--- src/hw/rtl/opn_pkg.sv ---
// Package of the octave Perlin noise block: widths, register codes, types,
// the permutation table and the gradient and interpolation helpers. No dependencies.
package opn_pkg;

  localparam int MaxOctDefault = 8;
  localparam int OctLimit      = 16;
  localparam int FracBits      = 16;
  localparam int Ones          = 65536;
  localparam int CoordW        = 24;
  localparam int OutW          = 16;
  localparam int AmpW          = 17;
  localparam int CntW          = 4;
  localparam int OctNW         = 5;
  localparam int GradW         = FracBits + 2;
  localparam int NoiseW        = FracBits + 3;
  localparam int QW            = 20;
  localparam int WgtW          = AmpW + $clog2(OctLimit);
  localparam int QuotW         = 18;
  localparam int DivW          = WgtW + QuotW;
  localparam int SumW          = DivW + 1;
  localparam int DataW         = 32;
  localparam int PAddrW        = 3;

  // Register indexes (paddr[2]).
  localparam logic RegOctCount = 1'b0;
  localparam logic RegPersist  = 1'b1;

  localparam logic [CntW-1:0] OctCountReset = CntW'(1);
  localparam logic [AmpW-1:0] PersistReset  = AmpW'(32768);
  localparam logic [AmpW-1:0] AmpOne        = AmpW'(Ones);

  typedef struct packed {
    logic [CoordW-1:0] x;
    logic [CoordW-1:0] y;
    logic [AmpW-1:0]   amp;
    logic [WgtW-1:0]   weight;
    logic [SumW-1:0]   sum;
  } opn_carry_t;

  typedef struct packed {
    logic [OctNW-1:0] oct_n;
    logic [AmpW-1:0]  persist;
  } opn_cfg_t;

  localparam logic [7:0] PermRom [256] = '{
    8'd151,8'd160,8'd137,8'd91,8'd90,8'd15,
    8'd131,8'd13,8'd201,8'd95,8'd96,8'd53,8'd194,8'd233,8'd7,8'd225,8'd140,8'd36,
    8'd103,8'd30,8'd69,8'd142,8'd8,8'd99,8'd37,8'd240,8'd21,8'd10,8'd23,
    8'd190,8'd6,8'd148,8'd247,8'd120,8'd234,8'd75,8'd0,8'd26,8'd197,8'd62,8'd94,
    8'd252,8'd219,8'd203,8'd117,8'd35,8'd11,8'd32,8'd57,8'd177,8'd33,
    8'd88,8'd237,8'd149,8'd56,8'd87,8'd174,8'd20,8'd125,8'd136,8'd171,8'd168,
    8'd68,8'd175,8'd74,8'd165,8'd71,8'd134,8'd139,8'd48,8'd27,8'd166,
    8'd77,8'd146,8'd158,8'd231,8'd83,8'd111,8'd229,8'd122,8'd60,8'd211,8'd133,
    8'd230,8'd220,8'd105,8'd92,8'd41,8'd55,8'd46,8'd245,8'd40,8'd244,
    8'd102,8'd143,8'd54,8'd65,8'd25,8'd63,8'd161,8'd1,8'd216,8'd80,8'd73,8'd209,
    8'd76,8'd132,8'd187,8'd208,8'd89,8'd18,8'd169,8'd200,8'd196,
    8'd135,8'd130,8'd116,8'd188,8'd159,8'd86,8'd164,8'd100,8'd109,8'd198,8'd173,
    8'd186,8'd3,8'd64,8'd52,8'd217,8'd226,8'd250,8'd124,8'd123,
    8'd5,8'd202,8'd38,8'd147,8'd118,8'd126,8'd255,8'd82,8'd85,8'd212,8'd207,
    8'd206,8'd59,8'd227,8'd47,8'd16,8'd58,8'd17,8'd182,8'd189,8'd28,8'd42,
    8'd223,8'd183,8'd170,8'd213,8'd119,8'd248,8'd152,8'd2,8'd44,8'd154,8'd163,
    8'd70,8'd221,8'd153,8'd101,8'd155,8'd167,8'd43,8'd172,8'd9,
    8'd129,8'd22,8'd39,8'd253,8'd19,8'd98,8'd108,8'd110,8'd79,8'd113,8'd224,
    8'd232,8'd178,8'd185,8'd112,8'd104,8'd218,8'd246,8'd97,8'd228,
    8'd251,8'd34,8'd242,8'd193,8'd238,8'd210,8'd144,8'd12,8'd191,8'd179,8'd162,
    8'd241,8'd81,8'd51,8'd145,8'd235,8'd249,8'd14,8'd239,8'd107,
    8'd49,8'd192,8'd214,8'd31,8'd181,8'd199,8'd106,8'd157,8'd184,8'd84,8'd204,
    8'd176,8'd115,8'd121,8'd50,8'd45,8'd127,8'd4,8'd150,8'd254,
    8'd138,8'd236,8'd205,8'd93,8'd222,8'd114,8'd67,8'd29,8'd24,8'd72,8'd243,
    8'd141,8'd128,8'd195,8'd78,8'd66,8'd215,8'd61,8'd156,8'd180
  };

  function automatic logic signed [NoiseW-1:0] grad_sel(input logic [2:0] h,
                                                       input logic signed [GradW-1:0] gx,
                                                       input logic signed [GradW-1:0] gy);
    logic signed [NoiseW-1:0] ex;
    logic signed [NoiseW-1:0] ey;
    ex = NoiseW'(gx);
    ey = NoiseW'(gy);
    case (h)
      3'd0:    grad_sel = ex + ey;
      3'd1:    grad_sel = ey - ex;
      3'd2:    grad_sel = ex - ey;
      3'd3:    grad_sel = -ex - ey;
      3'd4:    grad_sel = ex;
      3'd5:    grad_sel = -ex;
      3'd6:    grad_sel = ey;
      default: grad_sel = -ey;
    endcase
  endfunction

  // a + floor((b - a) * w / ONE)
  function automatic logic signed [NoiseW-1:0] lerp(input logic signed [NoiseW-1:0] a,
                                                   input logic signed [NoiseW-1:0] b,
                                                   input logic [AmpW-1:0] w);
    logic signed [NoiseW:0]        diff;
    logic signed [NoiseW+AmpW+1:0] prod;
    logic signed [NoiseW+AmpW+1:0] shr;
    diff = NoiseW'(b) - NoiseW'(a);
    diff = (NoiseW+1)'(b) - (NoiseW+1)'(a);
    prod = diff * $signed({1'b0, w});
    shr  = prod >>> FracBits;
    lerp = a + shr[NoiseW-1:0];
  endfunction

endpackage

--- src/hw/rtl/opn_divider.sv ---
// Pipelined restoring divider, one quotient bit per stage, with clamping of
// negative sums and saturation to Q0.16. Depends on opn_pkg.
module opn_divider import opn_pkg::*; (
  input  logic            clk,
  input  logic            rst_n,
  input  logic            en,
  input  logic            in_valid,
  input  logic [SumW-1:0] sum_in,
  input  logic [WgtW-1:0] weight_in,
  output logic            out_valid,
  output logic [OutW-1:0] out_value
);
  logic [DivW-1:0]  rem_r [QuotW-1];
  logic [WgtW-1:0]  w_r   [QuotW-1];
  logic [QuotW-1:0] q_r   [QuotW];
  logic             vld_r [QuotW];
  logic [QuotW-1:0] q_last;

  for (genvar k = 0; k < QuotW; k++) begin : g_stage
    localparam int B = QuotW - 1 - k;
    logic [DivW-1:0]  rem_in, sh, rem_nxt;
    logic [QuotW-1:0] q_in, q_nxt;
    logic [WgtW-1:0]  w_in;
    logic             v_in;

    if (k == 0) begin : g_first
      // Drop negative sums to zero: the quotient then comes out zero.
      assign rem_in = sum_in[SumW-1] ? '0 : sum_in[DivW-1:0];
      assign q_in   = '0;
      assign w_in   = weight_in;
      assign v_in   = in_valid;
    end else begin : g_next
      assign rem_in = rem_r[k-1];
      assign q_in   = q_r[k-1];
      assign w_in   = w_r[k-1];
      assign v_in   = vld_r[k-1];
    end

    assign sh = DivW'(w_in) << B;

    always_comb begin
      rem_nxt = rem_in;
      q_nxt   = q_in;
      if (rem_in >= sh) begin
        rem_nxt  = rem_in - sh;
        q_nxt[B] = 1'b1;
      end
    end

    always_ff @(posedge clk) begin
      if (!rst_n) begin
        vld_r[k] <= 1'b0;
      end else if (en) begin
        vld_r[k] <= v_in;
      end
    end

    always_ff @(posedge clk) begin
      if (en) q_r[k] <= q_nxt;
    end

    if (k < QuotW - 1) begin : g_hold
      always_ff @(posedge clk) begin
        if (en) begin
          rem_r[k] <= rem_nxt;
          w_r[k]   <= w_in;
        end
      end
    end
  end

  assign q_last    = q_r[QuotW-1];
  assign out_valid = vld_r[QuotW-1];
  assign out_value = (|q_last[QuotW-1:OutW]) ? '1 : q_last[OutW-1:0];
endmodule

--- config.mk ---
export PLATFORM = sky130hd
export DESIGN_NAME = opn_divider
export DESIGN_NICKNAME = d
export VERILOG_FILES = /design/src/hw/rtl/opn_pkg.sv /design/src/hw/rtl/opn_divider.sv
export SDC_FILE = /design/constraint.sdc
export NUM_CORES = 2
export LEC_CHECK = 0
export BUFFER_PORTS_ARGS = -buffer_cell sky130_fd_sc_hd__buf_2
export CORE_ASPECT_RATIO = 0.8
export CORE_UTILIZATION = 50
export DETAILED_ROUTE_END_ITERATION = 10
export PLACE_DENSITY = 0.72
export SETUP_SLACK_MARGIN = 0.3
export SLEW_MARGIN = 15
export SYNTH_ARGS = -nofsm -noshare
export SYNTH_HDL_FRONTEND = slang
export SYNTH_SLANG_ARGS = --single-unit
--- constraint.sdc ---
create_clock -name clk -period 3.8 [get_ports clk]
set_input_delay 0.19 -clock clk [delete_from_list [all_inputs] [get_ports clk]]
set_output_delay 0.19 -clock clk [all_outputs]
set_load 0.02 [all_outputs]
==> flow_summary.yaml <==
outcome:
  outcome: "finished, final reports clean"
worst_setup_path:
  arrival_ns: 3.95
  cp_common_cell: "buf_4"
  path_max_fanout: 6
  cp-start-kind: "flop"
  crit_path_max_incr_delay_ns: 0.51
  cp.required_ns: 4.27
  critPathKind: "flop to flop"
  path_cells: "ha_1, nand2_1, or3_1, nor4_1, buf_4, nand4_1, buf_4, and3_1, o21a_1, a2111oi_1, xor2_1"
  crit_slowest_cell: "or3_1"
  worstSetupEndpointType: "flop"
yosys:
  syn_nets: 5916
  synth_area_leaders: "edfxtp_1 57%, ha_1 7.4%, xnor2_1 3.2%, a21oi_1 3.1%, inv_1 2.8%"
  yosysTopAreaCellShare_pct: 57.1
  async_flop_share_pct: 0
  synth_seq_cells: 1209
  syn_area_um2: 63600
  syn_area_per_cell_um2: 11.7
  syn_inst: 5456
  yosysWarningCount: 0
  synth_top_cell_by_area: "edfxtp_1"
  yosysSeqAreaShare_pct: 57.1
  ys.flop_type: "edfxtp_1"
  synth_cell_types: 85
  synth_edf_count: 1208
placement:
  io_buffer_count: 81
  place_hpwl_um: 108000
  place_congestion: 0.923
floorplanning:
  dieArea_um2: 129000
  floorplan.initialDensity_pct: 50.6
  core-area_um2: 126000
  die_w_um: 401
  io-pin-count: 82
  fp.dieH_um: 321
  rows: 116
cts:
  cts_tree: "done"
  clock-sinks: 1209
  cts_buffer_depth: 3
  clockRootBuffer: "clkbuf_16"
  path_clk_slew_ns: 0.06
  clk_latency_ns: 0.76
  numCtsBuffers: 116
  cts_max_level: 3
run:
  maxCapViolations: 0
pwr:
  power_mw: 51.0
  pwr_density_cell_nw_per_um2: 708
  max-vdd-ir-drop_v: 0.000550
  power_leakage_nw: 28.0
timing:
  slew_headroom_pct: 45.2
  fmax_mhz: 287
  setup_viol: 0
  worstMarginPinSlew_ns: 0.820
  final.setup.tns_ns: 0
  grt_setup_unrepaired: "true"
  report.final.slew_viol_count: 0
  hold_viol_final: 0
  post-route-min-period_ns: 3.49
  post-route-period-util_pct: 91.7
  finClkSkew_ns: 0.0662
route:
  wire_per_inst_um: 19.5
  drtIter0Drc: 3830
  drt_wl_total_um: 146000
  drtPass1Iterations: 5
  drtAntennaViolNets: 0
  drc_errors: 0
  vias: 42700
  vias_per_cell: 5.70
worst_hold_path:
  hold_class: "input pin to flop"
cells_and_area:
  post_route_cells_drive_above_1_share_pct: 9.81
  final_util_pct: 57.4
  nets: 6199
  diodes: 0
  area_delta_synth_final_pct: 13.3
grt:
  grt_pass1_vias: 41200
  grt_antenna_before_repair: 5
  track_usage_pct: 22.4
  grt_pass1_wl_um: 229000
  grt_max_degree: 126
  gr-total-overflow: 0
[kinds of logic (layout without fill, tap and decap cells)]
logic type / count (synthesis) / count (layout) / share of synthesized area, %
AO/OA/AOI/OAI: 1275 / 1275 / 12.5
XOR/XNOR: 424 / 424 / 5.84
adder cells (fa/ha/maj): 395 / 395 / 7.97
buffers and inverters: 585 / 971 / 3.49
flip-flops: 1209 / 1209 / 57.1
multiplexers: 83 / 83 / 1.48
AND/OR/NAND/NOR: 1485 / 1485 / 11.6
[synthesized netlist by cell type (all sizes together) (12+ instances only)]
cell type and n:
xnor2 230, or4 24, xor2 194, nand2b 64
inv 476, o211ai 20, a2111oi 12, or3 50
clkbuf 94, nand2 370, nand3b 15, nand4 66
and2 21, a21boi 14, nor2b 101, buf 15
nand3 100, nor2 371, o31ai 34, a21o 162
o21bai 42, nor4 67, a31oi 35, or2 16
mux2 75, a21oi 391, o21ai 324, and3 35
a211o 16, o21a 66, ha 378, a211oi 41
o31a 15, nor3 124, nand4b 24, edfxtp 1208
fa 17
[worst max-delay path: cells and delay by family (launching register included)]
family	cells	cell delay (ns)
AO/OA/AOI/OAI	2	0.63
XOR/XNOR	1	0.17
adder cells (fa/ha/maj)	1	0.41
buffers and inverters	2	0.36
flip-flops	1	0.42
AND/OR/NAND/NOR	5	1.23
[layout by cell type (no fill, tap or decap), types with 29 or more instances in the layout]
cell,instances
a211oi_1,31
a21o_1,162
a21oi_1,384
a31oi_1,33
and3_1,35
buf_2,80
buf_4,88
clkbuf_16,117
dlygate4sd3_1,75
edfxtp_1,1208
ha_1,376
inv_1,474
mux2_2,70
nand2_1,369
nand2b_1,63
nand3_1,99
nand4_1,66
nor2_1,363
nor2b_1,101
nor3_1,121
nor4_1,60
o21a_1,66
o21ai_0,314
o21bai_1,41
o31ai_1,29
or3_1,48
xnor2_1,230
xor2_1,194
[flip-flops by register name, summed over array words and instances, names as in the netlist]
signal,flops
rem_r,663
q_r,171
w_r,357
vld_r,18
[worst paths after layout]
kind	from	end	slack (ns)	cells after the start
max reg2reg	rem_r[0][35]$_DFFE_PP_	rem_r[1][38]$_DFFE_PP_	0.31	11
max	rem_r[0][35]$_DFFE_PP_	rem_r[1][38]$_DFFE_PP_	0.31	11
min	sum_in[39]	rem_r[0][2]$_DFFE_PP_	0.08	3
min reg2reg	q_r[11][10]$_DFFE_PP_	q_r[12][10]$_DFFE_PP_	0.41	0
[area by class of cell]
| cell class | count | area [um2] |
|---|---|---|
| inverters | 476 | 1790 |
| clock inverters | 84 | 996 |
| fillers | 10000 | 53500 |
| multi-input cells | 3662 | 25500 |
| clock buffers | 137 | 3020 |
| repair buffers | 274 | 2370 |
| flip-flops and latches | 1209 | 36300 |
| well taps | 1652 | 2070 |
[power by group]
part           switching (mW)  internal (mW)  total (mW)
registers                2.03           18.5        20.6
logic                    10.4           7.99        18.4
clock network            5.18           6.89        12.1
total                    17.6           33.4        51.0
[timing repair]
action                                  in CTS  in global routing
pin swaps                                    6                 19
resized for setup                           20                 82
buffers inserted                             2                 12
hold endpoints to repair                    92                  0
hold buffers                                75                  0
cloned                                       0                  1
endpoints found under the setup margin      80                177
[layer usage]
| layer | global-route usage, % | share of wire, % | up-vias |
|---|---|---|---|
| li1 | - | - | 20700 |
| met1 | 31.8 | 46 | 20600 |
| met5 | 0 | 0 | - |
| met2 | 35.8 | 45 | 1116 |
| met3 | 3.76 | 5.8 | 214 |
| met4 | 6.02 | 2.4 | 0 |
[through the flow]
stage / area [um2] / setup slack, ns / std cells / hold WS (ns)
finish: 72100 / 0.315 / 7494 / 0.0768
global route: 72100 / 0.112 / 7494 / 0.0419
detailed placement: 66700 / -0.359 / 7183 / 0.392
floorplan: 63600 / 0.394 / 5456 / 0.289
CTS: 71600 / 0.300 / 7481 / 0.0147
global placement: 66700 / -0.425 / 7183 / 0.391
Power figures use the tool's default switching activity.
