### src/hw/rtl/opn_pkg.sv
// Package of the octave Perlin noise block: widths, register codes, types,
// the permutation table and the gradient and interpolation helpers. No dependencies.
package opn_pkg;

  localparam int MaxOctDefault = 8;
  localparam int OctLimit      = 16;
  localparam int FracBits      = 16;
  localparam int Ones          = 65536;
  localparam int CoordW        = 24;
  localparam int OutW          = 16;
  localparam int AmpW          = 17;
  localparam int CntW          = 4;
  localparam int OctNW         = 5;
  localparam int GradW         = FracBits + 2;
  localparam int NoiseW        = FracBits + 3;
  localparam int QW            = 20;
  localparam int WgtW          = AmpW + $clog2(OctLimit);
  localparam int QuotW         = 18;
  localparam int DivW          = WgtW + QuotW;
  localparam int SumW          = DivW + 1;
  localparam int DataW         = 32;
  localparam int PAddrW        = 3;

  // Register indexes (paddr[2]).
  localparam logic RegOctCount = 1'b0;
  localparam logic RegPersist  = 1'b1;

  localparam logic [CntW-1:0] OctCountReset = CntW'(1);
  localparam logic [AmpW-1:0] PersistReset  = AmpW'(32768);
  localparam logic [AmpW-1:0] AmpOne        = AmpW'(Ones);

  typedef struct packed {
    logic [CoordW-1:0] x;
    logic [CoordW-1:0] y;
    logic [AmpW-1:0]   amp;
    logic [WgtW-1:0]   weight;
    logic [SumW-1:0]   sum;
  } opn_carry_t;

  typedef struct packed {
    logic [OctNW-1:0] oct_n;
    logic [AmpW-1:0]  persist;
  } opn_cfg_t;

  localparam logic [7:0] PermRom [256] = '{
    8'd151,8'd160,8'd137,8'd91,8'd90,8'd15,
    8'd131,8'd13,8'd201,8'd95,8'd96,8'd53,8'd194,8'd233,8'd7,8'd225,8'd140,8'd36,
    8'd103,8'd30,8'd69,8'd142,8'd8,8'd99,8'd37,8'd240,8'd21,8'd10,8'd23,
    8'd190,8'd6,8'd148,8'd247,8'd120,8'd234,8'd75,8'd0,8'd26,8'd197,8'd62,8'd94,
    8'd252,8'd219,8'd203,8'd117,8'd35,8'd11,8'd32,8'd57,8'd177,8'd33,
    8'd88,8'd237,8'd149,8'd56,8'd87,8'd174,8'd20,8'd125,8'd136,8'd171,8'd168,
    8'd68,8'd175,8'd74,8'd165,8'd71,8'd134,8'd139,8'd48,8'd27,8'd166,
    8'd77,8'd146,8'd158,8'd231,8'd83,8'd111,8'd229,8'd122,8'd60,8'd211,8'd133,
    8'd230,8'd220,8'd105,8'd92,8'd41,8'd55,8'd46,8'd245,8'd40,8'd244,
    8'd102,8'd143,8'd54,8'd65,8'd25,8'd63,8'd161,8'd1,8'd216,8'd80,8'd73,8'd209,
    8'd76,8'd132,8'd187,8'd208,8'd89,8'd18,8'd169,8'd200,8'd196,
    8'd135,8'd130,8'd116,8'd188,8'd159,8'd86,8'd164,8'd100,8'd109,8'd198,8'd173,
    8'd186,8'd3,8'd64,8'd52,8'd217,8'd226,8'd250,8'd124,8'd123,
    8'd5,8'd202,8'd38,8'd147,8'd118,8'd126,8'd255,8'd82,8'd85,8'd212,8'd207,
    8'd206,8'd59,8'd227,8'd47,8'd16,8'd58,8'd17,8'd182,8'd189,8'd28,8'd42,
    8'd223,8'd183,8'd170,8'd213,8'd119,8'd248,8'd152,8'd2,8'd44,8'd154,8'd163,
    8'd70,8'd221,8'd153,8'd101,8'd155,8'd167,8'd43,8'd172,8'd9,
    8'd129,8'd22,8'd39,8'd253,8'd19,8'd98,8'd108,8'd110,8'd79,8'd113,8'd224,
    8'd232,8'd178,8'd185,8'd112,8'd104,8'd218,8'd246,8'd97,8'd228,
    8'd251,8'd34,8'd242,8'd193,8'd238,8'd210,8'd144,8'd12,8'd191,8'd179,8'd162,
    8'd241,8'd81,8'd51,8'd145,8'd235,8'd249,8'd14,8'd239,8'd107,
    8'd49,8'd192,8'd214,8'd31,8'd181,8'd199,8'd106,8'd157,8'd184,8'd84,8'd204,
    8'd176,8'd115,8'd121,8'd50,8'd45,8'd127,8'd4,8'd150,8'd254,
    8'd138,8'd236,8'd205,8'd93,8'd222,8'd114,8'd67,8'd29,8'd24,8'd72,8'd243,
    8'd141,8'd128,8'd195,8'd78,8'd66,8'd215,8'd61,8'd156,8'd180
  };

  function automatic logic signed [NoiseW-1:0] grad_sel(input logic [2:0] h,
                                                       input logic signed [GradW-1:0] gx,
                                                       input logic signed [GradW-1:0] gy);
    logic signed [NoiseW-1:0] ex;
    logic signed [NoiseW-1:0] ey;
    ex = NoiseW'(gx);
    ey = NoiseW'(gy);
    case (h)
      3'd0:    grad_sel = ex + ey;
      3'd1:    grad_sel = ey - ex;
      3'd2:    grad_sel = ex - ey;
      3'd3:    grad_sel = -ex - ey;
      3'd4:    grad_sel = ex;
      3'd5:    grad_sel = -ex;
      3'd6:    grad_sel = ey;
      default: grad_sel = -ey;
    endcase
  endfunction

  // a + floor((b - a) * w / ONE)
  function automatic logic signed [NoiseW-1:0] lerp(input logic signed [NoiseW-1:0] a,
                                                   input logic signed [NoiseW-1:0] b,
                                                   input logic [AmpW-1:0] w);
    logic signed [NoiseW:0]        diff;
    logic signed [NoiseW+AmpW+1:0] prod;
    logic signed [NoiseW+AmpW+1:0] shr;
    diff = NoiseW'(b) - NoiseW'(a);
    diff = (NoiseW+1)'(b) - (NoiseW+1)'(a);
    prod = diff * $signed({1'b0, w});
    shr  = prod >>> FracBits;
    lerp = a + shr[NoiseW-1:0];
  endfunction

endpackage

### src/hw/rtl/opn_out_fifo.sv
// Two-entry output queue that decouples the pipeline from the result receiver.
// Depends on opn_pkg.
module opn_out_fifo import opn_pkg::*; (
  input  logic            clk,
  input  logic            rst_n,
  input  logic            push,
  input  logic [OutW-1:0] push_data,
  output logic            full,
  output logic            out_valid,
  input  logic            out_ready,
  output logic [OutW-1:0] out_data
);
  logic [OutW-1:0] mem_r [2];
  logic            wr_ptr_r;
  logic            rd_ptr_r;
  logic [1:0]      count_r;
  logic            pop;

  assign out_valid = (count_r != 2'd0);
  assign full      = (count_r == 2'd2);
  assign out_data  = mem_r[rd_ptr_r];
  assign pop       = out_valid && out_ready;

  always_ff @(posedge clk) begin
    if (!rst_n) begin
      wr_ptr_r <= 1'b0;
      rd_ptr_r <= 1'b0;
      count_r  <= 2'd0;
    end else begin
      if (push) wr_ptr_r <= ~wr_ptr_r;
      if (pop) rd_ptr_r <= ~rd_ptr_r;
      count_r <= count_r + {1'b0, push} - {1'b0, pop};
    end
  end

  always_ff @(posedge clk) begin
    if (push) mem_r[wr_ptr_r] <= push_data;
  end
endmodule

### config.mk
export PLATFORM = sky130hd
export DESIGN_NAME = opn_out_fifo
export DESIGN_NICKNAME = d
export VERILOG_FILES = /design/src/hw/rtl/opn_pkg.sv /design/src/hw/rtl/opn_out_fifo.sv
export SDC_FILE = /design/constraint.sdc
export NUM_CORES = 1
export LEC_CHECK = 0
export BUFFER_PORTS_ARGS = -buffer_cell sky130_fd_sc_hd__buf_2
export CAP_MARGIN = 20
export CORE_MARGIN = 3
export CORE_UTILIZATION = 51
export DETAILED_ROUTE_END_ITERATION = 8
export GPL_ROUTABILITY_DRIVEN = 0
export PLACE_DENSITY_LB_ADDON = 0.15
export SYNTH_ARGS = -nofsm -noshare
export SYNTH_HDL_FRONTEND = slang
export SYNTH_SLANG_ARGS = --single-unit
### constraint.sdc
create_clock -name clk -period 3.3 [get_ports clk]
set_input_delay 0.165 -clock clk [delete_from_list [all_inputs] [get_ports clk]]
set_output_delay 0.165 -clock clk [all_outputs]
set_load 0.01 [all_outputs]
==> results of run 1 <==
-- layout make-up --
| type | instances | area share |
|---|---|---|
| flip-flops and latches | 37 | 0.581 |
| multi-input cells | 32 | 0.195 |
| repair buffers | 50 | 0.173 |
| clock buffers | 8 | 0.0267 |
| well taps | 30 | 0.0205 |
| inverters | 2 | 0.00411 |
-- registers in the layout, indices dropped and copies added, names as in the netlist, named ones only --
signal	count
count_r	2
wr_ptr_r	1
rd_ptr_r	1
mem_r	32
-- per-layer routing --
| metal | vias to the layer above | global-route usage | share of wire |
|---|---|---|---|
| li1 | 384 | - | - |
| met1 | 380 | 0.138 | 0.39 |
| met2 | 27 | 0.236 | 0.53 |
| met3 | 5 | 0.0871 | 0.069 |
| met4 | 0 | 0.0485 | 0.012 |
| met5 | - | 0 | 0 |
-- worst max-delay path, delay by kind of cell, from the launching register on --
kind     cells  cell delay, ns
flops        1            0.92
buf+inv      1            0.14
mux          1            0.42
-- metrics by stage --
| step | std cells | setup slack, ns |
|---|---|---|
| floorplan | 73 | 1.83 |
| global placement | 138 | 1.66 |
| finish | 159 | 1.33 |
| global route | 159 | 1.22 |
| CTS | 146 | 1.29 |
| detailed placement | 138 | 1.66 |
-- power groups by stage --
stage | clock (mW) | sequential (mW) | combinational [mW]
final | 0.214 | 0.599 | 0.284
after global routing | 0.242 | 0.608 | 0.309
after CTS | 0.223 | 0.601 | 0.277
after detailed placement | 0 | 0.611 | 0.276
after global placement | 0 | 0.608 | 0.268
after floorplan | 0 | 0.577 | 0.232
-- logic make-up after synthesis --
family,Yosys count
compound gates,2
xor+xnor,1
fa+ha+maj,2
buf+inv,4
flops,37
mux,18
simple gates,9
-- path summary, 6_finish.rpt --
path | from | end | slack [ns] | cells after the start
setup / recovery | flop | out_data[4] | 1.33 | 2
hold / removal | push_data[0] | mem_r[1][0] | 0.03 | 1
setup reg to reg | count_r[1] | count_r[1] | 1.85 | 6
hold reg to reg | rd_ptr_r | flop | 0.50 | 2
-- cell usage in the layout (no fill, tap or decap) --
cell type,count
sky130_fd_sc_hd__dlygate4sd3_1,13
sky130_fd_sc_hd__clkbuf_1,3
sky130_fd_sc_hd__nor2b_2,1
sky130_fd_sc_hd__nand2_1,1
sky130_fd_sc_hd__and2_1,2
sky130_fd_sc_hd__clkbuf_4,5
sky130_fd_sc_hd__nand2b_1,1
sky130_fd_sc_hd__inv_1,2
sky130_fd_sc_hd__xnor3_1,1
sky130_fd_sc_hd__o21a_1,2
sky130_fd_sc_hd__buf_2,37
sky130_fd_sc_hd__nor2b_1,3
sky130_fd_sc_hd__or2_2,1
sky130_fd_sc_hd__ha_1,2
sky130_fd_sc_hd__dfxtp_1,5
sky130_fd_sc_hd__mux2i_1,2
sky130_fd_sc_hd__edfxtp_1,32
sky130_fd_sc_hd__mux2_4,10
sky130_fd_sc_hd__mux2_2,6
==> impl_results.rst, run 1 <==
.. list-table::
   :header-rows: 1

   * - Metric
     - Value
   * - Final period util
     - 0.598
   * - Fill cells
     - 169
   * - Synthesized area per cell
     - 19.8 µm²
   * - Arithmetic-cell share of the synthesized area counting full adders, half adders and majority gates
     - 0.0173
   * - Flop and latch count out of synthesis
     - 37
   * - Top flip-flop cell by instance count after synthesis
     - sky130_fd_sc_hd__edfxtp_1
   * - Core area
     - 2590 µm²
   * - Area share of the largest cell type after synthesis
     - 0.663
   * - Clock skew after layout
     - 0.00296 ns
   * - Buffer cell driving the clock tree root
     - sky130_fd_sc_hd__clkbuf_4
   * - Share of total power consumed by net switching
     - 0.258
   * - Buffer levels on the longest clock path
     - 2
   * - Overall power of the completed layout
     - 1.10 mW
   * - Final standard cell area without fillers
     - 1830 µm²
   * - Logic gate share of total power
     - 0.259
   * - Total Die Area
     - 3520 µm²
   * - Layout cells sized above 1
     - 0.465
   * - Total I/O pin count
     - 38
   * - Final slew viol count
     - 0
   * - Total of cells resized after clock tree synthesis
     - 0
   * - First-iteration detailed-routing DRC count
     - 4
   * - Largest net degree at the start of global routing
     - 18
   * - Biggest cell delay along the critical path
     - 0.92 ns
   * - Hold WC Path Type
     - in2reg
   * - Sinks on Clock Net
     - 37
   * - Combined area of the multi-input logic cells
     - 357 µm²
   * - Total clock buffers created by CTS
     - 5
   * - Tightest slew margin relative to the limit
     - 0.399
   * - Count of warnings emitted by yosys
     - 0
   * - Multiplexer area fraction after synthesis
     - 0.164
   * - Critical Path AT
     - 1.81 ns
   * - Antenna violations before repair
     - 0
   * - Cell Int Power
     - 0.814 mW
   * - Antenna Diode Count
     - 0
   * - Number of input and output port buffers inserted
     - 37
   * - Leakage dissipation
     - 0.737 nW
   * - Min Clock Period, post-route
     - 1.97 ns
   * - Biggest area contributors in the synthesized netlist
     - sky130_fd_sc_hd__edfxtp_1 (66%), sky130_fd_sc_hd__mux2_4 (10%), sky130_fd_sc_hd__dfxtp_1 (6.9%), sky130_fd_sc_hd__mux2_2 (4.7%), sky130_fd_sc_hd__ha_1 (1.7%)
   * - Vias in the first global route
     - 783
   * - Total global routing overflow
     - 0
   * - Most used standard cell by instance count after synthesis
     - sky130_fd_sc_hd__edfxtp_1
   * - Cell type of the slowest stage on the worst timing path
     - sky130_fd_sc_hd__dfxtp_1
   * - Result of the run
     - finished clean
   * - Post-Route Utilization
     - 0.705
   * - Global-route usage over all layers
     - 0.139
   * - Max H-tree Level
     - 2
   * - Part of the Yosys area used for sequential elements
     - 0.732
   * - Timing-limited maximum frequency
     - 0.507 GHz
   * - Via count of the routed design
     - 796
   * - Share of flip-flops with an asynchronous set or reset after synthesis
     - 0
   * - First-pass GRT wire length
     - 3360 µm
   * - Setup violations, final
     - 0
   * - Switching power summed over all nets
     - 0.283 mW
   * - TritonRoute pass-1 iters
     - 4
   * - Leading area contributor after synthesis
     - sky130_fd_sc_hd__edfxtp_1
   * - Clock-pin slew reported for the worst setup and hold paths after clock tree synthesis
     - 0.10 ns
   * - Number of standard cells after synthesis
     - 73
   * - Unrepaired setup endpoints after global routing
     - false
   * - Number of enable-type register cells in the synthesized netlist
     - 32
   * - Largest driver fanout on the critical path
     - 16
   * - Clock tree from TritonCTS
     - yes
   * - Average routed wire per standard cell
     - 14.1 µm
   * - Fin Hold WS
     - 0.0274 ns
   * - Residual DRC count
     - 0
   * - CP endpoint kind
     - primary output
   * - Sequential cell area
     - 1060 µm²
   * - Cell breakdown of the critical path
     - mux2_2 > buf_2
   * - Leading post-synthesis cells by instance count
     - sky130_fd_sc_hd__edfxtp_1 (32), sky130_fd_sc_hd__mux2_4 (10), sky130_fd_sc_hd__mux2_2 (6), sky130_fd_sc_hd__dfxtp_1 (5), sky130_fd_sc_hd__nor2b_1 (4)
   * - Dominant combinational cell family by area after synthesis
     - multiplexers
   * - Post-DP HPWL
     - 1510 µm
   * - Number of setup buffers added after CTS
     - 0
   * - Compound-Gate Fraction of Synth Area
     - 0.0104
   * - Pwr dens
     - 601 nW/µm²
   * - Simple-Gate Fraction of Synth Area
     - 0.0371
   * - Nets@finish
     - 150
   * - Chip Width
     - 59.3 µm
   * - Area growth from synthesis to layout
     - 26.1%
   * - Portion of total power attributed to sequential cells
     - 0.546
   * - Number of distinct library cell variants in the gate-level netlist after synthesis
     - 16
   * - Worst ir drop on vdd
     - 489 µV
   * - Setup tns final
     - 0 ns
   * - Post-synthesis xor/xnor area fraction
     - 0.0155
   * - Area after detailed placement
     - 1650 µm²
   * - Part of the total power dissipated in the clock network
     - 0.195
   * - Synth Net Count
     - 95
   * - WS Path Type
     - reg2out
   * - Cell area after technology mapping
     - 1450 µm²
   * - Initial cell density of the core
     - 0.559
   * - Transition time of the tightest slew-check pin
     - 0.900 ns
   * - Required time worst endpoint
     - 3.13 ns
   * - Worst setup SP type
     - flop
   * - Standard-cell row count
     - 18
   * - Hold_buf cts
     - 0
   * - Detailed Route WL
     - 2240 µm
   * - Y dimension of the die
     - 59.3 µm
   * - Count of antenna-violating nets left after detailed routing
     - 0
   * - Hold violation total from the final report
     - 0
   * - Post-DR vias/cell
     - 5.01
   * - Worst-skew pair later-pin latency
     - 0.32 ns
   * - Maximum capacitance violations
     - 0
Power figures use the tool's default switching activity.
==> run 2: changes to the inputs <==
--- a/config.mk
+++ b/config.mk
@@ -5,6 +5,7 @@
 export SDC_FILE = /design/constraint.sdc
 export NUM_CORES = 1
 export LEC_CHECK = 0
+export ABC_AREA = 1
 export BUFFER_PORTS_ARGS = -buffer_cell sky130_fd_sc_hd__buf_2
 export CAP_MARGIN = 20
 export CORE_MARGIN = 3
==> constraint.sdc (replaced) <==
create_clock -name clk -period 2 [get_ports clk]
set_input_delay 0.1 -clock clk [delete_from_list [all_inputs] [get_ports clk]]
set_output_delay 0.1 -clock clk [all_outputs]
set_load 0.01 [all_outputs]
==> run 2 against run 1 <==
Against the previous run: power up 65%; global-route usage increased by 1.6 points; synthesized area barely moved; critical path type unchanged; setup slack lost 1.0 ns; cell area rose by 2.9%; critical endpoint is now out_data[9]; highest routed layer unchanged; final cell count increased by 13%; largest cell class unchanged; routed wire length up 7.5%; hold slack better by 0.0070 ns; register-to-register slack got worse by 1.3 ns; count of clock-buffer cells in the layout down 1; sequential power rose by 59%; clock power grew 71%.
==> impl_results.rst, run 2 <==
.. list-table::
   :header-rows: 1

   * - Metric
     - Value
   * - Via count of the routed design
     - 853 (was 796)
   * - Biggest area contributors in the synthesized netlist
     - sky130_fd_sc_hd__edfxtp_1 (66%), sky130_fd_sc_hd__mux2_4 (10%), sky130_fd_sc_hd__dfxtp_1 (6.9%), sky130_fd_sc_hd__mux2_2 (4.7%), sky130_fd_sc_hd__nor2_1 (2.6%) (was sky130_fd_sc_hd__edfxtp_1 (66%), sky130_fd_sc_hd__mux2_4 (10%), sky130_fd_sc_hd__dfxtp_1 (6.9%), sky130_fd_sc_hd__mux2_2 (4.7%), sky130_fd_sc_hd__ha_1 (1.7%))
   * - Maximum capacitance violations
     - 0 (unchanged)
   * - Min Clock Period, post-route
     - 1.72 ns
   * - Share of total power consumed by net switching
     - 0.281 (was 0.258)
   * - First-iteration detailed-routing DRC count
     - 23 (was 4)
   * - Number of input and output port buffers inserted
     - 37 (unchanged)
   * - Largest driver fanout on the critical path
     - 9 (was 16)
   * - Cell breakdown of the critical path
     - buf_4 > mux2_4 > buf_2 (was mux2_2 > buf_2)
   * - Total clock buffers created by CTS
     - 5 (unchanged)
   * - Antenna Diode Count
     - 0 (unchanged)
   * - Buffer levels on the longest clock path
     - 2 (unchanged)
   * - Unrepaired setup endpoints after global routing
     - false (unchanged)
   * - Buffer cell driving the clock tree root
     - sky130_fd_sc_hd__clkbuf_4 (unchanged)
   * - Number of enable-type register cells in the synthesized netlist
     - 32 (unchanged)
   * - Core area
     - 2590 µm² (unchanged)
   * - Synthesized area per cell
     - 16.8 µm² (was 19.8 µm²)
   * - Layout cells sized above 1
     - 0.409 (was 0.465)
   * - Critical Path AT
     - 1.62 ns (was 1.81 ns)
   * - Final slew viol count
     - 0 (unchanged)
   * - Clock tree from TritonCTS
     - yes (unchanged)
   * - Result of the run
     - finished clean (unchanged)
   * - Setup tns final
     - 0 ns (unchanged)
   * - Tightest slew margin relative to the limit
     - 0.566 (was 0.399)
   * - Pwr dens
     - 963 nW/µm² (was 601 nW/µm²)
   * - Leakage dissipation
     - 0.801 nW (was 0.737 nW)
   * - Nets@finish
     - 170 (was 150)
   * - Chip Width
     - 59.3 µm (about the same)
   * - Timing-limited maximum frequency
     - 0.582 GHz
   * - Most used standard cell by instance count after synthesis
     - sky130_fd_sc_hd__edfxtp_1 (unchanged)
   * - Hold violation total from the final report
     - 0 (unchanged)
   * - Total of cells resized after clock tree synthesis
     - 0 (unchanged)
   * - Vias in the first global route
     - 944 (was 783)
   * - Residual DRC count
     - 0 (unchanged)
   * - Synth Net Count
     - 108 (was 95)
   * - Clock skew after layout
     - 0.00479 ns (was 0.00296 ns)
   * - Area growth from synthesis to layout
     - 29.9% (was 26.1%)
   * - Flop and latch count out of synthesis
     - 37 (unchanged)
   * - Largest net degree at the start of global routing
     - 17 (was 18)
   * - CP endpoint kind
     - primary output (unchanged)
   * - Logic gate share of total power
     - 0.273 (was 0.259)
   * - Worst setup SP type
     - flop (unchanged)
   * - WS Path Type
     - reg2out (unchanged)
   * - Average routed wire per standard cell
     - 13.4 µm (was 14.1 µm)
   * - Hold WC Path Type
     - in2reg (unchanged)
   * - Max H-tree Level
     - 2 (unchanged)
   * - Biggest cell delay along the critical path
     - 0.55 ns (was 0.92 ns)
   * - Switching power summed over all nets
     - 0.508 mW (was 0.283 mW)
   * - Most flop-heavy register
     - mem_r (unchanged)
   * - Y dimension of the die
     - 59.3 µm (about the same)
   * - Cell type of the slowest stage on the worst timing path
     - sky130_fd_sc_hd__dfxtp_1 (unchanged)
   * - Antenna violations before repair
     - 0 (unchanged)
   * - Total I/O pin count
     - 38 (unchanged)
   * - Global-route usage over all layers
     - 0.156 (was 0.139)
   * - Part of the Yosys area used for sequential elements
     - 0.733 (was 0.732)
   * - Number of flip-flops under the largest register name
     - 32 (unchanged)
   * - Most used cells in the layout excluding fill and tap cells
     - sky130_fd_sc_hd__buf_2 (37), sky130_fd_sc_hd__edfxtp_1 (32), sky130_fd_sc_hd__dlygate4sd3_1 (17), sky130_fd_sc_hd__nor2_1 (10), sky130_fd_sc_hd__mux2_4 (10) (was sky130_fd_sc_hd__buf_2 (37), sky130_fd_sc_hd__edfxtp_1 (32), sky130_fd_sc_hd__dlygate4sd3_1 (13), sky130_fd_sc_hd__mux2_4 (10), sky130_fd_sc_hd__mux2_2 (6))
   * - Area share of the largest cell type after synthesis
     - 0.664 (was 0.663)
   * - Number of distinct library cell variants in the gate-level netlist after synthesis
     - 12 (was 16)
   * - Biggest registers after layout
     - mem_r: 32 flops, count_r: 2 flops (unchanged)
   * - Post-DP HPWL
     - 1510 µm (about the same)
   * - Part of the total power dissipated in the clock network
     - 0.202 (was 0.195)
   * - Post-Route Utilization
     - 0.726 (was 0.705)
   * - Leading post-synthesis cells by instance count
     - sky130_fd_sc_hd__edfxtp_1 (32), sky130_fd_sc_hd__mux2_4 (10), sky130_fd_sc_hd__nor2_1 (10), sky130_fd_sc_hd__inv_1 (8), sky130_fd_sc_hd__nand2_1 (8) (was sky130_fd_sc_hd__edfxtp_1 (32), sky130_fd_sc_hd__mux2_4 (10), sky130_fd_sc_hd__mux2_2 (6), sky130_fd_sc_hd__dfxtp_1 (5), sky130_fd_sc_hd__nor2b_1 (4))
   * - TritonRoute pass-1 iters
     - 4 (unchanged)
   * - Share of flip-flops with an asynchronous set or reset after synthesis
     - 0 (unchanged)
   * - Clock-pin slew reported for the worst setup and hold paths after clock tree synthesis
     - 0.10 ns (about the same)
   * - Commonest non-fill, non-tap cell in the layout
     - sky130_fd_sc_hd__buf_2 (unchanged)
   * - Cell Int Power
     - 1.30 mW (was 0.814 mW)
   * - Detailed Route WL
     - 2410 µm (was 2240 µm)
   * - Final period util
     - 0.859
   * - Transition time of the tightest slew-check pin
     - 0.650 ns (was 0.900 ns)
   * - Top flip-flop cell by instance count after synthesis
     - sky130_fd_sc_hd__edfxtp_1 (unchanged)
   * - Total Die Area
     - 3510 µm² (was 3520 µm²)
   * - Count of antenna-violating nets left after detailed routing
     - 0 (unchanged)
   * - Post-DR vias/cell
     - 4.77 (was 5.01)
   * - Cell area after technology mapping
     - 1450 µm² (about the same)
   * - Total global routing overflow
     - 0 (unchanged)
   * - Required time worst endpoint
     - 1.90 ns (was 3.13 ns)
   * - Worst ir drop on vdd
     - 752 µV (was 489 µV)
   * - Worst-skew pair later-pin latency
     - 0.33 ns (was 0.32 ns)
   * - Count of warnings emitted by yosys
     - 0 (unchanged)
   * - Sinks on Clock Net
     - 37 (unchanged)
   * - Portion of total power attributed to sequential cells
     - 0.526 (was 0.546)
   * - Standard-cell row count
     - 18 (unchanged)
   * - Initial cell density of the core
     - 0.559 (about the same)
   * - First-pass GRT wire length
     - 3820 µm (was 3360 µm)
   * - Leading area contributor after synthesis
     - sky130_fd_sc_hd__edfxtp_1 (unchanged)
   * - Setup violations, final
     - 0 (unchanged)
   * - Number of standard cells after synthesis
     - 86 (was 73)
## run 2: cell types whose count changed in the layout (fill, tap and decap cells not counted), sizes merged, moves of 2 or more
cell,before,now
o21a,2,0
and2,2,0
nand3,0,2
nor2,0,10
nor2b,4,0
mux2i,2,0
dlygate4sd3,13,17
buf,37,40
inv,2,8
nand2,1,8
## run 2: kinds of logic after synthesis
family,count (synthesis),share of synthesized area
AND/OR/NAND/NOR,20,0.0536
buffers and inverters,10,0.0424
flip-flops,37,0.733
adder cells (fa/ha/maj),2,0.0173
multiplexers,16,0.150
AO/OA/AOI/OAI,1,0.00345
## run 2: cell type report
type,instances,area [µm²]
sequential,37,1060
fill,172,709
timing repair buffer,57,378
multi-input combinational,39,325
clock buffer,7,45.0
tap,30,37.5
inverter,8,30.0
clock inverter,1,3.75
## run 2: layer usage
layer  track usage  vias to the layer above  wire [µm]
met5             0                        -          0
met4        0.0744                        0         27
met3        0.0654                        4        161
met2         0.270                       28       1210
met1         0.160                      391       1000
li1              -                      430          -
## run 2: worst max-delay path: cells and delay by family (launching register included)
family / cells / cell delay (ns)
buffers and inverters: 2 / 0.43
DFF: 1 / 0.55
muxes: 1 / 0.32
## run 2: timing repair
| item | in CTS | in global routing |
|---|---|---|
| endpoints found under the setup margin | 0 | 0 |
| endpoints found under the hold margin | 33 | 0 |
| hold buffers | 17 | 0 |
| buffers inserted | 0 | 0 |
## run 2: power by group through the flow
stage / combinational (mW) / sequential (mW) / clock (mW)
final: 0.494 / 0.952 / 0.365
after CTS: 0.497 / 0.953 / 0.374
after floorplan: 0.366 / 0.949 / 0
after global placement: 0.461 / 0.968 / 0
after global routing: 0.545 / 0.959 / 0.403
after detailed placement: 0.470 / 0.970 / 0
## run 2: path summary, 6_finish.rpt
kind                                 start     endpoint  slack [ns]  cells past startpoint
worst min-delay path                  push     wr_ptr_r        0.03                      3
worst max-delay path                  flop  out_data[9]        0.28                      3
worst max register to register  count_r[0]   count_r[1]        0.54                     10
worst min register to register    wr_ptr_r     wr_ptr_r        0.50                      2
## run 2: through the flow
step	hold slack, ns	setup slack [ns]	area, µm²	power, mW	std cells
detailed placement	0.294	0.590	1660	1.44	154
global route	0.0570	0.190	1880	1.91	179
floorplan	0.193	0.594	1450	1.31	86
global placement	0.288	0.645	1660	1.43	154
finish	0.0345	0.281	1880	1.81	179
CTS	0.0290	0.244	1880	1.82	179
==> run 3: changes to the inputs <==
--- a/config.mk
+++ b/config.mk
@@ -5,7 +5,7 @@
 export SDC_FILE = /design/constraint.sdc
 export NUM_CORES = 1
 export LEC_CHECK = 0
-export ABC_AREA = 1
+export ABC_AREA = 0
 export BUFFER_PORTS_ARGS = -buffer_cell sky130_fd_sc_hd__buf_2
 export CAP_MARGIN = 20
 export CORE_MARGIN = 3
==> run 3 against run 2 <==
Against the previous run: hold slack worse by 0.013 ns; clock power is 2% lower; global-route usage is 0.72 points lower; sequential power grew 0.4%; core utilization up 0.53 points; maximum frequency up 5.4%; final cell count fell by 7.8%; power grew 1.5%; critical path type unchanged; critical endpoint is now out_data[4].
==> impl_results.rst, run 3 (synthesis gave the netlist of run 1 again) <==
.. list-table::
   :header-rows: 1

   * - Metric
     - Value
   * - Nets@finish
     - 156 (was 170)
   * - Worst setup SP type
     - flop (unchanged)
   * - Clock skew after layout
     - 0.00692 ns (was 0.00479 ns)
   * - Worst reg2reg path startpoint
     - count_r[0] (unchanged)
   * - Number of flip-flops under the largest register name
     - 32 (unchanged)
   * - Setup tns final
     - 0 ns (unchanged)
   * - Via count of the routed design
     - 799 (was 853)
   * - Clock-pin slew reported for the worst setup and hold paths after clock tree synthesis
     - 0.10 ns (about the same)
   * - Worst-skew pair later-pin latency
     - 0.33 ns (about the same)
   * - Average routed wire per standard cell
     - 13.8 µm (was 13.4 µm)
   * - Hold WC Path Type
     - in2reg (unchanged)
   * - Biggest registers after layout
     - mem_r: 32 flops, count_r: 2 flops (unchanged)
   * - Core area
     - 2590 µm² (unchanged)
   * - Number of setup buffers added after CTS
     - 0 (unchanged)
   * - Leakage dissipation
     - 0.774 nW (was 0.801 nW)
   * - Critical Path AT
     - 1.53 ns (was 1.62 ns)
   * - First-pass GRT wire length
     - 3640 µm (was 3820 µm)
   * - Chip Width
     - 59.3 µm (about the same)
   * - Vias in the first global route
     - 832 (was 944)
   * - Residual DRC count
     - 0 (unchanged)
   * - Clock tree from TritonCTS
     - yes (unchanged)
   * - Commonest non-fill, non-tap cell in the layout
     - sky130_fd_sc_hd__buf_2 (unchanged)
   * - First-iteration detailed-routing DRC count
     - 6 (was 23)
   * - Pwr dens
     - 971 nW/µm² (was 963 nW/µm²)
   * - Detailed Route WL
     - 2280 µm (was 2410 µm)
   * - Total Die Area
     - 3520 µm² (was 3510 µm²)
   * - Number of input and output port buffers inserted
     - 37 (unchanged)
   * - Timing-limited maximum frequency
     - 0.613 GHz (was 0.582 GHz)
   * - Min Clock Period, post-route
     - 1.63 ns (was 1.72 ns)
   * - Buffer cell driving the clock tree root
     - sky130_fd_sc_hd__clkbuf_4 (unchanged)
   * - CP endpoint kind
     - primary output (unchanged)
   * - Global-route usage over all layers
     - 0.148 (was 0.156)
   * - Hold path start
     - rst_n (was push)
   * - Initial cell density of the core
     - 0.559 (about the same)
   * - Part of the total power dissipated in the clock network
     - 0.194 (was 0.202)
   * - Tightest slew margin relative to the limit
     - 0.696 (was 0.566)
   * - WS Path Type
     - reg2out (unchanged)
   * - Antenna Diode Count
     - 0 (unchanged)
   * - Transition time of the tightest slew-check pin
     - 0.454 ns (was 0.650 ns)
   * - Layout cells sized above 1
     - 0.481 (was 0.409)
   * - Y dimension of the die
     - 59.3 µm (about the same)
   * - Unrepaired setup endpoints after global routing
     - false (unchanged)
   * - Placed instance count
     - 141 (was 154)
   * - Count of antenna-violating nets left after detailed routing
     - 0 (unchanged)
   * - Cell Int Power
     - 1.36 mW (was 1.30 mW)
   * - Worst ir drop on vdd
     - 754 µV (was 752 µV)
   * - Largest driver fanout on the critical path
     - 11 (was 9)
   * - Sinks on Clock Net
     - 37 (unchanged)
   * - Area growth from synthesis to layout
     - 30.7% (was 29.9%)
   * - Maximum capacitance violations
     - 0 (unchanged)
   * - Total I/O pin count
     - 38 (unchanged)
   * - Share of total power consumed by net switching
     - 0.260 (was 0.281)
   * - Antenna violations before repair
     - 0 (unchanged)
   * - Setup violations, final
     - 0 (unchanged)
   * - Max H-tree Level
     - 2 (unchanged)
   * - Logic gate share of total power
     - 0.287 (was 0.273)
   * - Total clock buffers created by CTS
     - 5 (unchanged)
   * - Most used cells in the layout excluding fill and tap cells
     - sky130_fd_sc_hd__buf_2 (37), sky130_fd_sc_hd__edfxtp_1 (32), sky130_fd_sc_hd__dlygate4sd3_1 (16), sky130_fd_sc_hd__mux2_4 (10), sky130_fd_sc_hd__mux2_2 (6) (was sky130_fd_sc_hd__buf_2 (37), sky130_fd_sc_hd__edfxtp_1 (32), sky130_fd_sc_hd__dlygate4sd3_1 (17), sky130_fd_sc_hd__nor2_1 (10), sky130_fd_sc_hd__mux2_4 (10))
   * - Portion of total power attributed to sequential cells
     - 0.520 (was 0.526)
   * - Hold violation total from the final report
     - 0 (unchanged)
   * - Switching power summed over all nets
     - 0.478 mW (was 0.508 mW)
   * - Result of the run
     - finished clean (unchanged)
   * - Final period util
     - 0.816 (was 0.859)
   * - TritonRoute pass-1 iters
     - 3 (was 4)
   * - Hold_buf cts
     - 16 (was 17)
   * - Required time worst endpoint
     - 1.90 ns (about the same)
   * - Final cell count without fillers
     - 165 (was 179)
   * - Total of cells resized after clock tree synthesis
     - 0 (unchanged)
   * - Buffer levels on the longest clock path
     - 2 (unchanged)
   * - Most flop-heavy register
     - mem_r (unchanged)
   * - Largest net degree at the start of global routing
     - 12 (was 17)
   * - Post-DP HPWL
     - 1540 µm (was 1510 µm)
   * - Total global routing overflow
     - 0 (unchanged)
   * - Final slew viol count
     - 0 (unchanged)
   * - Standard-cell row count
     - 18 (unchanged)
   * - Post-DR vias/cell
     - 4.84 (was 4.77)
run 3: layer usage:
layer	share of wire	global-route usage	routed length, µm	up-vias
met5	0	0	0	-
met3	0.068	0.0675	156	5
li1	-	-	-	396
met2	0.50	0.248	1150	26
met4	0.018	0.0583	40	0
met1	0.41	0.164	934	372
run 3: worst paths after layout:
path / end / slack (ns) / cells after the start
min reg2reg: flop / 0.49 / 2
min: wr_ptr_r / 0.02 / 2
max reg2reg: count_r[1] / 0.59 / 6
max: out_data[4] / 0.37 / 3
run 3: power by group through the flow:
stage	combinational, mW	clock [mW]	sequential, mW
2_1_floorplan	0.383	0	0.952
3_3_place_gp	0.501	0	0.968
3_5_place_dp	0.510	0	0.974
4_1_cts	0.536	0.374	0.956
5_1_grt	0.575	0.402	0.963
6_report	0.527	0.356	0.956
run 3: worst max-delay path, stage by stage (launching register included):
cell                      delay (ns)
sky130_fd_sc_hd__dfxtp_1        0.52
sky130_fd_sc_hd__buf_12         0.20
sky130_fd_sc_hd__mux2_2         0.34
sky130_fd_sc_hd__buf_2          0.14
run 3: cell type report:
cell class | count | area [µm²]
repair buffers | 56 | 380
flip-flops and latches | 37 | 1060
inverters | 2 | 7.51
fillers | 179 | 696
multi-input cells | 32 | 357
clock inverters | 2 | 10.0
well taps | 30 | 37.5
clock buffers | 6 | 41.3
run 3: metrics by stage:
step	instance area (µm²)	util	worst slack, ns	total power [mW]	hold WS, ns
6_report	1890	0.731	0.369	1.84	0.0218
5_1_grt	1890	0.731	0.290	1.94	0.00375
4_1_cts	1890	0.731	0.345	1.87	0.00827
3_5_place_dp	1680	0.650	0.607	1.48	0.291
3_3_place_gp	1680	0.650	0.648	1.47	0.287
2_1_floorplan	1450	-	0.530	1.33	0.199
